<file path="src/rtl/sgpr_pkg.sv">
// ----------------------------------------------------------------------------
// sgpr_pkg
// Shared types and codes of the scaled glyph pixel renderer.
// ----------------------------------------------------------------------------
package sgpr_pkg;

  typedef enum logic [1:0] {
    FUNC_WRITE = 2'd0,
    FUNC_START = 2'd1,
    FUNC_TICK  = 2'd2,
    FUNC_NONE  = 2'd3
  } func_e;

  typedef enum logic [2:0] {
    REG_FIRST_CODE  = 3'd0,
    REG_LAST_CODE   = 3'd1,
    REG_GLYPH_WIDTH = 3'd2,
    REG_CELL_WIDTH  = 3'd3,
    REG_GLYPH_ROWS  = 3'd4,
    REG_TWO_BYTE    = 3'd5,
    REG_SPARE6      = 3'd6,
    REG_SPARE7      = 3'd7
  } reg_e;

  localparam int unsigned PaddrW = 5;
  localparam int unsigned ProdW  = 13;

  typedef struct packed {
    logic [1:0]  func;
    logic [9:0]  font_addr;
    logic [15:0] font_word;
    logic [7:0]  char_code;
    logic [15:0] fg_color;
    logic [15:0] bg_color;
    logic [7:0]  scale;
  } in_item_t;

  typedef struct packed {
    logic [15:0] pixel_color;
    logic        last_pixel;
  } out_item_t;

  typedef struct packed {
    logic [7:0] first_code;
    logic [7:0] last_code;
    logic [4:0] glyph_width;
    logic [4:0] cell_width;
    logic [4:0] glyph_rows;
    logic       two_byte_columns;
  } cfg_t;

  typedef struct packed {
    logic        valid;
    logic        hit;
    logic        two_byte;
    logic [3:0]  row;
    logic [15:0] fg;
    logic [15:0] bg;
    logic        last;
  } pix_ctl_t;

endpackage

</file>
<file path="src/rtl/sgpr_shade.sv">
// ----------------------------------------------------------------------------
// sgpr_shade
// Selects the glyph bit from the font word, picks the color and holds
// the result in the output register.
// ----------------------------------------------------------------------------
module sgpr_shade (
  input  logic                clk_i,
  input  logic                rst_ni,
  input  sgpr_pkg::pix_ctl_t  pix_ctl_i,
  input  logic [15:0]         rdata_i,
  output logic                adv_o,
  output logic                out_valid_o,
  input  logic                out_stall_i,
  output sgpr_pkg::out_item_t out_item_o
);
  import sgpr_pkg::*;

  logic      out_valid_q, out_valid_d;
  out_item_t out_item_q, out_item_d;
  logic      bit_set, px_set;

  assign adv_o   = !out_valid_q || !out_stall_i;
  assign bit_set = rdata_i[pix_ctl_i.row];
  assign px_set  = pix_ctl_i.hit && bit_set && (pix_ctl_i.two_byte || !pix_ctl_i.row[3]);

  always_comb begin
    out_valid_d = out_valid_q;
    out_item_d  = out_item_q;
    if (adv_o) begin
      out_valid_d = pix_ctl_i.valid;
      if (pix_ctl_i.valid) begin
        out_item_d.pixel_color = px_set ? pix_ctl_i.fg : pix_ctl_i.bg;
        out_item_d.last_pixel  = pix_ctl_i.last;
      end
    end
  end

  always_ff @(posedge clk_i or negedge rst_ni) begin
    if (!rst_ni) begin
      out_valid_q <= 1'b0;
    end else begin
      out_valid_q <= out_valid_d;
    end
  end

  always_ff @(posedge clk_i) begin
    out_item_q <= out_item_d;
  end

  assign out_valid_o = out_valid_q;
  assign out_item_o  = out_item_q;

endmodule

</file>
<file path="config.mk">
export PLATFORM = sky130hd
export DESIGN_NAME = sgpr_shade
export DESIGN_NICKNAME = d
export VERILOG_FILES = /design/src/rtl/sgpr_pkg.sv /design/src/rtl/sgpr_shade.sv
export SDC_FILE = /design/constraint.sdc
export NUM_CORES = 1
export LEC_CHECK = 0
export ABC_CLOCK_PERIOD_IN_PS = 1340
export BUFFER_PORTS_ARGS = -buffer_cell sky130_fd_sc_hd__buf_4
export CAP_MARGIN = 20
export CORE_ASPECT_RATIO = 0.5
export CORE_UTILIZATION = 34
export DETAILED_ROUTE_END_ITERATION = 10
export PLACE_DENSITY = 0.74
export SETUP_SLACK_MARGIN = 0.1
export SYNTH_ARGS = -nofsm -noshare
export SYNTH_HDL_FRONTEND = slang
export SYNTH_SLANG_ARGS = --single-unit
</file>
<file path="constraint.sdc">
create_clock -name clk_i -period 1.34 [get_ports clk_i]
set_clock_uncertainty 0.1 [all_clocks]
set_input_delay 0.268 -clock clk_i [delete_from_list [all_inputs] [get_ports clk_i]]
set_output_delay 0.268 -clock clk_i [all_outputs]
set_load 0.05 [all_outputs]
</file>
==> impl_summary.log <==
INFO  metric run_status = complete, but fails checks
INFO  metric failed_checks = negative setup slack
INFO  metric grt-busiest-layer = met2
INFO  metric synth_seq_area_share = 56.1%
INFO  metric maxCapViolations = 0
INFO  metric ioPinCount = 78
INFO  metric clk_pin_slew = 60 ps
INFO  metric cts_tree = built
INFO  metric detailedRoute.firstIterationViolations = 18
INFO  metric die_height = 39.5 um
INFO  metric post-dp-hpwl = 1940 um
INFO  metric ir_drop = 0.506 mV
INFO  metric fmax = 543 MHz
INFO  metric routed_wire_length_per_instance = 14.5 um
INFO  metric drc = 0
INFO  metric yosysUniqueCellTypes = 14
INFO  metric criticalPathCategory = in -> reg
INFO  metric setup_viol_count_final = 16
INFO  metric clk_root_buffer_cell = sky130_fd_sc_hd__clkbuf_8
INFO  metric timing.critical_path.required = 1240 ps
INFO  metric post_synth_fa_ha_maj_area_fraction = 0%
INFO  metric crit_arrival = 1750 ps
INFO  metric insertedDiodeCount = 0
INFO  metric slew_headroom = 78.8%
INFO  metric synth.yosys.warnings = 0
INFO  metric cell_with_the_most_instances_after_synthesis = sky130_fd_sc_hd__edfxtp_1
INFO  metric grt_start_max_net_pins = 18
INFO  metric mux_cell_area_share_after_synthesis = 37.2%
INFO  metric yosys-top-cells-area = sky130_fd_sc_hd__edfxtp_1, sky130_fd_sc_hd__mux2_4, sky130_fd_sc_hd__mux4_1
INFO  metric critical_register_to_register_path_startpoint = out_valid_o
INFO  metric global_route.usage.met3 = 2.79%
INFO  metric final_net_count = 193
INFO  metric layout.cell_area.non_filler = 1730 um^2
INFO  metric p_total = 0.00160 W
INFO  metric area_growth_syn_to_layout = 80.7%
INFO  metric coreArea = 2640 um^2
INFO  metric critical_path.slowest_cell = sky130_fd_sc_hd__mux4_2
INFO  metric worstHoldStart = pix_ctl_i[0]
INFO  metric drt-pass1-iter-count = 3
INFO  metric critical_path.cell_chain = buf_8 > buf_6 > mux4_2 > mux2i_4 > o32ai_4 > clkbuf_16 > mux2_4
INFO  metric std_cell_rows = 13
INFO  metric globalRoute.totalOverflow = 0
INFO  metric synth_area_leader_cell = sky130_fd_sc_hd__edfxtp_1
INFO  metric post_synth.cell_area_avg = 20.3 um^2
INFO  metric synth_top_flop_cell = sky130_fd_sc_hd__edfxtp_1
INFO  metric cts_buffers = 3
INFO  metric port-buffer-count = 77
INFO  metric p_leak = 0.763 nW
INFO  metric grt_first_pass_wirelength = 3430 um
INFO  metric postSynthCellCount = 47
INFO  metric postSynthRegisterBits = 18
INFO  metric ys_top_cells_by_count = sky130_fd_sc_hd__edfxtp_1, sky130_fd_sc_hd__mux2_4, sky130_fd_sc_hd__mux2_2, sky130_fd_sc_hd__mux4_1
INFO  metric worst_path_largest_cell_delay = 520 ps
INFO  metric starting_density_of_the_core = 36.2%
INFO  metric finalWorstSetupSlack = -503 ps
INFO  metric clockBufferDepth = 2
INFO  metric async_reset_ff_share = 5.56%
INFO  metric drt-vias-per-instance = 4.49
INFO  metric tritoncts_num_sinks = 18
INFO  metric synth_largest_type_area_fraction = 53.5%
INFO  metric finalCritPeriodShare = 138%
INFO  metric number_of_antenna_violations_at_the_first_check_in_global_routing = 0
INFO  metric via_count = 763
INFO  metric syn_area = 955 um^2
INFO  metric chipWidth = 76.9 um
INFO  metric cp-end-kind = register
INFO  metric gp_congestion = 0.666
INFO  metric clk-insertion-delay-late = 240 ps
INFO  metric post_synth_xor_area_fraction = 0%
INFO  metric cp-startpoint = pix_ctl_i[33]
INFO  metric critPathMaxFanout = 8
INFO  metric drt.antenna.violating_nets = 0
INFO  metric synth.net_count = 106
INFO  metric grt.total_usage = 15.4%
INFO  metric layout-drive-gt1-share = 83.5%
INFO  metric groute.layer.met1.usage = 14.4%
INFO  metric rsz0062_at_grt = true
INFO  metric startpoint_type = input pin
INFO  metric main_combinational_cell_family_by_area_after_synthesis = multiplexers
INFO  metric post-route-min-period = 1840 ps
INFO  metric maxSlewViolCount = 0
INFO  metric worst_slew_pin_slew = 319 ps
INFO  metric route.final.wire_length = 2470 um
INFO  metric final_core_util = 65.5%
INFO  metric synth_compound_area_share = 2.88%
INFO  metric use_met2 = 35.0%
INFO  metric p_per_area = 929 nW/um^2
INFO  metric crit_family = multiplexers
INFO  metric place_area = 1590 um^2
INFO  metric grt_pass1_vias = 775
INFO  metric hp-class = in -> reg
INFO  metric die-area = 3040 um^2
INFO  metric synth_simple_gate_area_share = 2.23%
INFO  metric cts_max_level = 1
INFO  metric cp.buffers_inverters = 3
INFO  metric hold_violations = 0
INFO  metric number_of_enable_type_register_cells_in_the_synthesized_netlist = 17
stage by stage:
| stage | TNS (ps) | setup slack [ps] | hold slack (ps) | std cells |
|---|---|---|---|---|
| finish | -7840 | -503 | 98.5 | 170 |
| CTS | -8120 | -529 | 94.7 | 169 |
| global placement | -15880 | -1030 | -56.0 | 162 |
| global route | -8210 | -527 | 85.1 | 170 |
| detailed placement | -16060 | -1050 | -53.6 | 162 |
| floorplan | -8300 | -570 | -128 | 47 |
worst paths after layout:
| check | to | slack, ps | depth (start not counted) |
|---|---|---|---|
| worst max-delay path | out_item_o[10] | -500 | 7 |
| worst min-delay path | out_item_o[0] | 100 | 1 |
| worst max register to register | out_item_o[4] | 140 | 2 |
| worst min register to register | out_valid_o | 500 | 2 |
| max in group asynchronous | out_valid_o | 820 | 2 |
| min in group asynchronous | out_valid_o | 230 | 2 |
worst register-to-register path: cells and delay by family (launching register included):
family	cells	cell delay, ps
DFF	1	450
and+or+nand+nor	2	350
final cells by class:
type,count,area [um^2]
fill,200,910
sequential,18,537
timing repair buffer,82,674
multi-input combinational,28,419
inverter,1,3.75
clock buffer,4,45.0
tap,37,46.3
cell families (layout without fill, tap and decap cells):
family | count (synthesis) | count (layout)
AO/OA/AOI/OAI | 1 | 1
flip-flops | 18 | 18
AND/OR/NAND/NOR | 4 | 5
buffers and inverters | 2 | 87
multiplexers | 22 | 22
repair_timing:
item / CTS / global route
gates resized for setup: 7 / 2
pin swaps: 1 / 1
hold endpoints to repair: 1 / 0
gates cloned: 1 / 1
setup endpoints to repair: 18 / 35
buffers inserted: 1 / 0
hold buffers: 1 / 0
layout by cell type, fill, tap and decap left out:
cell type | Yosys | final
sky130_fd_sc_hd__mux2i_4 | 1 | 1
sky130_fd_sc_hd__dlygate4sd3_1 | 0 | 1
sky130_fd_sc_hd__o32ai_4 | 1 | 1
sky130_fd_sc_hd__mux2i_2 | 0 | 1
sky130_fd_sc_hd__nand2b_1 | 1 | 1
sky130_fd_sc_hd__nand3_1 | 1 | 1
sky130_fd_sc_hd__mux2_2 | 6 | 6
sky130_fd_sc_hd__edfxtp_1 | 17 | 17
sky130_fd_sc_hd__buf_8 | 0 | 3
sky130_fd_sc_hd__and2_2 | 0 | 1
sky130_fd_sc_hd__clkbuf_1 | 0 | 1
sky130_fd_sc_hd__dfrtp_2 | 0 | 1
sky130_fd_sc_hd__clkbuf_8 | 0 | 3
sky130_fd_sc_hd__nand2_8 | 0 | 1
sky130_fd_sc_hd__inv_1 | 1 | 1
sky130_fd_sc_hd__and2_4 | 0 | 1
sky130_fd_sc_hd__buf_6 | 1 | 1
sky130_fd_sc_hd__mux4_2 | 0 | 4
sky130_fd_sc_hd__mux2_4 | 10 | 10
sky130_fd_sc_hd__buf_12 | 0 | 1
sky130_fd_sc_hd__clkbuf_16 | 0 | 1
sky130_fd_sc_hd__buf_4 | 0 | 75
per-layer routing:
layer | vias up | part of all wire [%]
met3 | 4 | 3.4
li1 | 364 | -
met4 | 0 | 0.97
met5 | - | 0
met2 | 25 | 61
met1 | 370 | 35
report_power, final:
group          switching, W  total (W)  internal (W)
combinational      0.000258   0.000552      0.000294
sequential        0.0000133   0.000680      0.000667
clock              0.000160   0.000370      0.000210
registers in the layout, summed over array words and instances, names as in the netlist:
name,cells
out_item_o,17
out_valid_o,1
No activity file was read; power rests on OpenSTA's default activity.
