<file path="src/rtl/sgpr_pkg.sv">
// ----------------------------------------------------------------------------
// sgpr_pkg
// Shared types and codes of the scaled glyph pixel renderer.
// ----------------------------------------------------------------------------
package sgpr_pkg;

  typedef enum logic [1:0] {
    FUNC_WRITE = 2'd0,
    FUNC_START = 2'd1,
    FUNC_TICK  = 2'd2,
    FUNC_NONE  = 2'd3
  } func_e;

  typedef enum logic [2:0] {
    REG_FIRST_CODE  = 3'd0,
    REG_LAST_CODE   = 3'd1,
    REG_GLYPH_WIDTH = 3'd2,
    REG_CELL_WIDTH  = 3'd3,
    REG_GLYPH_ROWS  = 3'd4,
    REG_TWO_BYTE    = 3'd5,
    REG_SPARE6      = 3'd6,
    REG_SPARE7      = 3'd7
  } reg_e;

  localparam int unsigned PaddrW = 5;
  localparam int unsigned ProdW  = 13;

  typedef struct packed {
    logic [1:0]  func;
    logic [9:0]  font_addr;
    logic [15:0] font_word;
    logic [7:0]  char_code;
    logic [15:0] fg_color;
    logic [15:0] bg_color;
    logic [7:0]  scale;
  } in_item_t;

  typedef struct packed {
    logic [15:0] pixel_color;
    logic        last_pixel;
  } out_item_t;

  typedef struct packed {
    logic [7:0] first_code;
    logic [7:0] last_code;
    logic [4:0] glyph_width;
    logic [4:0] cell_width;
    logic [4:0] glyph_rows;
    logic       two_byte_columns;
  } cfg_t;

  typedef struct packed {
    logic        valid;
    logic        hit;
    logic        two_byte;
    logic [3:0]  row;
    logic [15:0] fg;
    logic [15:0] bg;
    logic        last;
  } pix_ctl_t;

endpackage

</file>
<file path="src/rtl/sgpr_walker.sv">
// ----------------------------------------------------------------------------
// sgpr_walker
// Takes input transactions, holds the character state, walks the scaled
// cell and issues a font read whenever its input side is not stalled.
// ----------------------------------------------------------------------------
module sgpr_walker #(
  parameter int unsigned AddrW     = 10,
  parameter int unsigned MaxCells  = 16
) (
  input  logic                clk_i,
  input  logic                rst_ni,
  input  logic                in_valid_i,
  output logic                in_stall_o,
  input  sgpr_pkg::in_item_t  in_item_i,
  input  sgpr_pkg::cfg_t      cfg_i,
  input  logic                adv_i,
  output logic                we_o,
  output logic [AddrW-1:0]    waddr_o,
  output logic                re_o,
  output logic [AddrW-1:0]    raddr_o,
  output sgpr_pkg::pix_ctl_t  pix_ctl_o
);
  import sgpr_pkg::*;

  localparam logic [4:0] MaxCellsW = 5'(MaxCells);

  logic [AddrW-1:0] base_q, base_d;
  logic             in_range_q, in_range_d;
  logic [15:0]      fg_q, fg_d, bg_q, bg_d;
  logic [7:0]       scale_q, scale_d;
  logic [3:0]       row_q, row_d;
  logic [7:0]       row_rep_q, row_rep_d;
  logic [3:0]       col_q, col_d;
  logic [7:0]       col_rep_q, col_rep_d;
  logic             drawing_q, drawing_d;
  pix_ctl_t         pix_ctl_q, pix_ctl_d;

  logic                   en0, acc, tick;
  logic [4:0]             cells, rows;
  logic                   code_ok;
  logic [7:0]             code_off;
  logic [ProdW-1:0]       prod;
  logic [AddrW+ProdW-1:0] prod_ext;
  logic [AddrW+9:0]       waddr_ext;
  logic [8:0]             col_rep_n, row_rep_n;
  logic [4:0]             col_n, row_n;
  logic                   last;

  assign en0        = !pix_ctl_q.valid || adv_i;
  assign in_stall_o = !en0;
  assign acc        = in_valid_i && en0;
  assign tick       = acc && (in_item_i.func == FUNC_TICK) && drawing_q;

  assign cells = (cfg_i.cell_width == 5'd0) ? 5'd1 :
                 (cfg_i.cell_width > MaxCellsW) ? MaxCellsW : cfg_i.cell_width;
  assign rows  = (cfg_i.glyph_rows == 5'd0) ? 5'd1 :
                 (cfg_i.glyph_rows > 5'd16) ? 5'd16 : cfg_i.glyph_rows;

  assign code_ok  = (in_item_i.char_code >= cfg_i.first_code) &&
                    (in_item_i.char_code <= cfg_i.last_code);
  assign code_off = in_item_i.char_code - cfg_i.first_code;
  assign prod     = ProdW'(code_off * cfg_i.glyph_width);
  assign prod_ext = {{AddrW{1'b0}}, prod};

  assign waddr_ext = {{AddrW{1'b0}}, in_item_i.font_addr};
  assign we_o      = acc && (in_item_i.func == FUNC_WRITE);
  assign waddr_o   = waddr_ext[AddrW-1:0];
  assign re_o      = en0;
  assign raddr_o   = base_q + AddrW'(col_q);

  assign col_rep_n = {1'b0, col_rep_q} + 9'd1;
  assign row_rep_n = {1'b0, row_rep_q} + 9'd1;
  assign col_n     = {1'b0, col_q} + 5'd1;
  assign row_n     = {1'b0, row_q} + 5'd1;

  always_comb begin
    base_d     = base_q;
    in_range_d = in_range_q;
    fg_d       = fg_q;
    bg_d       = bg_q;
    scale_d    = scale_q;
    row_d      = row_q;
    row_rep_d  = row_rep_q;
    col_d      = col_q;
    col_rep_d  = col_rep_q;
    drawing_d  = drawing_q;
    last       = 1'b0;
    if (acc && (in_item_i.func == FUNC_START)) begin
      in_range_d = code_ok;
      base_d     = code_ok ? prod_ext[AddrW-1:0] : '0;
      fg_d       = in_item_i.fg_color;
      bg_d       = in_item_i.bg_color;
      scale_d    = (in_item_i.scale == 8'd0) ? 8'd1 : in_item_i.scale;
      row_d      = '0;
      row_rep_d  = '0;
      col_d      = '0;
      col_rep_d  = '0;
      drawing_d  = 1'b1;
    end else if (tick) begin
      col_rep_d = col_rep_n[7:0];
      if (col_rep_n >= {1'b0, scale_q}) begin
        col_rep_d = '0;
        col_d     = col_n[3:0];
        if (col_n >= cells) begin
          col_d     = '0;
          row_rep_d = row_rep_n[7:0];
          if (row_rep_n >= {1'b0, scale_q}) begin
            row_rep_d = '0;
            row_d     = row_n[3:0];
            if (row_n >= rows) begin
              row_d     = '0;
              last      = 1'b1;
              drawing_d = 1'b0;
            end
          end
        end
      end
    end
  end

  always_comb begin
    pix_ctl_d          = pix_ctl_q;
    if (en0) begin
      pix_ctl_d.valid    = tick;
      pix_ctl_d.hit      = in_range_q && ({1'b0, col_q} < cfg_i.glyph_width);
      pix_ctl_d.two_byte = cfg_i.two_byte_columns;
      pix_ctl_d.row      = row_q;
      pix_ctl_d.fg       = fg_q;
      pix_ctl_d.bg       = bg_q;
      pix_ctl_d.last     = last;
    end
  end

  always_ff @(posedge clk_i or negedge rst_ni) begin
    if (!rst_ni) begin
      base_q     <= '0;
      in_range_q <= 1'b0;
      fg_q       <= '0;
      bg_q       <= '0;
      scale_q    <= 8'd1;
      row_q      <= '0;
      row_rep_q  <= '0;
      col_q      <= '0;
      col_rep_q  <= '0;
      drawing_q  <= 1'b0;
      pix_ctl_q  <= '0;
    end else begin
      base_q     <= base_d;
      in_range_q <= in_range_d;
      fg_q       <= fg_d;
      bg_q       <= bg_d;
      scale_q    <= scale_d;
      row_q      <= row_d;
      row_rep_q  <= row_rep_d;
      col_q      <= col_d;
      col_rep_q  <= col_rep_d;
      drawing_q  <= drawing_d;
      pix_ctl_q  <= pix_ctl_d;
    end
  end

  assign pix_ctl_o = pix_ctl_q;

endmodule

</file>
<file path="config.mk">
export PLATFORM = sky130hd
export DESIGN_NAME = sgpr_walker
export DESIGN_NICKNAME = d
export VERILOG_FILES = /design/src/rtl/sgpr_pkg.sv /design/src/rtl/sgpr_walker.sv
export SDC_FILE = /design/constraint.sdc
export NUM_CORES = 1
export LEC_CHECK = 0
export BUFFER_PORTS_ARGS = -buffer_cell sky130_fd_sc_hd__buf_4
export CELL_PAD_IN_SITES_DETAIL_PLACEMENT = 2
export CELL_PAD_IN_SITES_GLOBAL_PLACEMENT = 2
export CORE_AREA = 2 2 160 162
export CTS_BUF_LIST = sky130_fd_sc_hd__clkbuf_4 sky130_fd_sc_hd__clkbuf_8
export DETAILED_ROUTE_END_ITERATION = 16
export DIE_AREA = 0 0 162 164
export PLACE_DENSITY = 0.77
export SETUP_SLACK_MARGIN = 0.5
export SLEW_MARGIN = 20
export SYNTH_ARGS = -nofsm -noshare
export SYNTH_HDL_FRONTEND = slang
export SYNTH_SLANG_ARGS = --single-unit
</file>
<file path="constraint.sdc">
create_clock -name clk_i -period 3 [get_ports clk_i]
set_clock_uncertainty 0.05 [all_clocks]
set_input_delay 0.6 -clock clk_i [delete_from_list [all_inputs] [get_ports clk_i]]
set_output_delay 0.6 -clock clk_i [all_outputs]
set_load 0.01 [all_outputs]
</file>
==> out/results.tsv <==
stage	metric	value	unit
status	status	complete, but fails checks	
status	violations	negative setup slack	
floorplanning	core_region_area	24820	sq um
critical_path	worstSetupStartpointType	input port	
critical_path	path_max_fanout	4	
layout	syn_to_final_growth	47.35	%
route	drtIter0Drc	260	
clock_network	numCtsBuffers	17	
power	powerDensity	631.6	nW/um^2
layout	multi_input_area	4802	sq um
hold_path	hold_path_class	input port to asynchronous set/reset pin	
logic_synthesis	syn_nets	1036	
layout	drive_gt1_frac	0.3887	
floorplanning	dieArea	26570	sq um
clock_network	htreeDepth	4	
power	leakagePower	5.551	nW
logic_synthesis	synthesis.area	7367	sq um
global_route	gr-total-overflow	0	
route	avgRoutedWirePerCell	19.61	um
floorplanning	rows	58	
timing	tightest_slew	0.5890	ns
clock_network	cts_sinks	116	
place	io_buffers	138	
critical_path	required	3.29	ns
clock_network	clk_pin_slew	0.08	ns
logic_synthesis	synth_edf_count	0	
critical_path	end_kind	flop	
logic_synthesis	synth-seq-cells	116	
timing	fin_crit_sh	1.448	
timing	fin_ws	-1.343	ns
layout	regArea	2910	sq um
layout	final_cell_area	10860	sq um
global_route	grtUsageTotal	0.2054	
critical_path	critPathKind	input port to flop	
route	first_pass_iters	4	
critical_path	reg2reg_slack	-0.01	ns
floorplanning	start_util	0.2968	
floorplanning	die_h	164	um
place	place_area	9373	sq um
logic_synthesis	syn_inst	839	
logic_synthesis	ys_warn_count	0	
logic_synthesis	synthArstFlopShare	1.000	
route	dr_total_vias	6884	
clock_network	insertion_delay	0.45	ns
logic_synthesis	yosysSeqAreaShare	0.3942	
logic_synthesis	syn_area_per_cell	8.781	sq um
global_route	grt_pass1_wl	42.37	mm
route	viasPerCell	4.827	
timing	slew_headroom	0.6073	
power	fin_total_pwr	6.856	mW
timing	drv_slew	0	
layout	num-fill-cells	2717	
clock_network	hold_buffers	0	
place	gp_congestion	0.8196	
place	dp_hpwl	18.21	mm
timing	hold_viol	0	
timing	setup_viol	11	
timing	fmax	230.3	MHz
floorplanning	die_w	162	um
clock_network	clockBufferDepth	2	
critical_path	crit_arrival	4.64	ns
layout	insertedDiodeCount	0	
logic_synthesis	yosys_most_used_dff	dfrtp_1	
clock_network	clockRootBuffer	clkbuf_8	
floorplanning	num_io_pins	175	
clock_network	cts_tree	yes	
power	ir_drop	0.0002806	V
route	routed_wl	27.97	mm
job	maxCapViolations	0	
route	antenna_left	0	
timing	fin_crit	4.343	ns
timing	rsz0062_at_grt	true	
global_route	antenna_found_initial	0	
route	drc_errors	0	
global_route	grt_max_degree	75	
logic_synthesis	synth_cell_types	62	
global_route	grt_pass1_vias	7825	
layout	nets	1280	
-- worst paths after layout --
check | endpoint | start | depth (start not counted)
min in group clk_i | pix_ctl_o[37]$_DFFE_PN0N_ | cfg_i[0] | 3
min reg2reg | pix_ctl_o[37]$_DFFE_PN0N_ | pix_ctl_o[37]$_DFFE_PN0N_ | 2
min | pix_ctl_o[12]$_DFFE_PN0N_ | rst_ni | 1
max in group asynchronous | col_rep_q[0]$_DFFE_PN0P_ | rst_ni | 2
max | base_q[9]$_DFFE_PN0P_ | in_item_i[40] | 21
max reg2reg | row_rep_q[6]$_DFFE_PN0P_ | row_rep_q[1]$_DFFE_PN0P_ | 12
-- power breakdown --
group	switching [mW]	internal (mW)	total, mW
logic	1.59	1.57	3.16
registers	0.243	1.84	2.08
clock network	0.734	0.878	1.61
-- cell type report --
class | instances | share of cell area
Multi-Input combinational cell | 626 | 0.4424
Sequential cell | 116 | 0.2681
Timing Repair Buffer | 257 | 0.1875
Tap cell | 330 | 0.03804
Clock buffer | 19 | 0.02409
Inverter | 65 | 0.02409
Clock inverter | 13 | 0.01579
-- cells in the mapped netlist, types with 9 or more instances --
cell type    n  share of area
nand2_1    266           0.14
dfrtp_1    115           0.39
ha_1        67           0.11
inv_1       64          0.033
o21ai_0     44          0.030
nor2_1      30          0.015
nand3_1     23          0.016
xnor2_1     19          0.023
fa_1        18          0.049
a21oi_1     17          0.012
clkbuf_1    16         0.0082
xor2_1      16          0.019
a21o_1      14          0.014
and2_1      13          0.011
nand2b_1    11         0.0093
a22o_1      10          0.012
buf_4       10          0.010
and3_1       9         0.0076
-- per-layer routing --
layer / track usage / up-vias / wire length [um]
li1: - / 3225 / -
met1: 0.2284 / 3485 / 10810
met2: 0.3961 / 135 / 15830
met3: 0.02929 / 39 / 697
met4: 0.07482 / 0 / 629
met5: 0 / - / 0
-- placed cells by master, fill, tap and decap left out, types with 5 or more instances in the layout --
cell and instances:
nor2_1 23, xnor2_2 7, ha_4 17, o21ai_1 11, fa_1 16, inv_6 5, xor2_1 11, ha_1 48
dfrtp_2 5, xnor2_1 9, buf_4 233, a22o_1 10, o21ai_2 13, a21o_1 14, and3_4 6, inv_1 55
clkbuf_8 19, nand2b_1 8, o21ai_0 20, nand2_2 7, inv_2 7, buf_6 21, nand3_1 15, a21oi_2 5
nor3_1 6, nand2_1 256, a21oi_1 11, dfrtp_1 110, nand3_2 7, and2_1 9
-- logic make-up after synthesis --
family,count (synthesis),synth area share
buf+inv,97,0.05622
compound gates,119,0.1107
mux,3,0.004076
simple gates,383,0.2274
xor+xnor,36,0.04467
flops,116,0.3942
fa+ha+maj,85,0.1627
-- sequential cells by signal, indices dropped and copies added (netlist names) --
name	count
pix_ctl_o	40
scale_q	8
fg_q	16
in_range_q	1
base_q	10
row_q	4
col_q	4
col_rep_q	8
drawing_q	1
row_rep_q	8
bg_q	16
-- timing repair --
item / in CTS / in global routing
resized for setup: 85 / 65
pin swaps: 42 / 52
setup buffers: 29 / 17
endpoints found under the setup margin: 46 / 45
hold endpoints to repair: 0 / 0
-- per-stage QoR --
stage	std cells	setup slack, ns	utilization	hold WS, ns	setup TNS (ns)
global route	1426	-1.502	0.4374	0.03548	-8.369
detailed placement	1348	-1.992	0.3776	0.4088	-12.02
finish	1426	-1.343	0.4374	0.02876	-6.326
CTS	1409	-1.301	0.4200	0.02885	-6.414
floorplan	839	-1.520	-	0.2544	-7.107
global placement	1348	-1.796	0.3776	0.4026	-9.612
-- worst max-delay path, stage by stage --
cell and delay (ns):
buf_8 0.09, inv_12 0.03, ha_4 0.14, fa_2 0.35, and2b_1 0.23, o31a_1 0.21, a21oi_2 0.06, and2_4 0.15
fa_1 0.45, fa_1 0.49, inv_1 0.05, fa_1 0.50, inv_2 0.06, ha_4 0.23, nand3_2 0.07, o211ai_1 0.11
o21ai_2 0.17, or2b_1 0.26, a21oi_2 0.13, xnor2_1 0.07, a22o_1 0.17
Note: power is estimated with default switching activity, not from simulation.
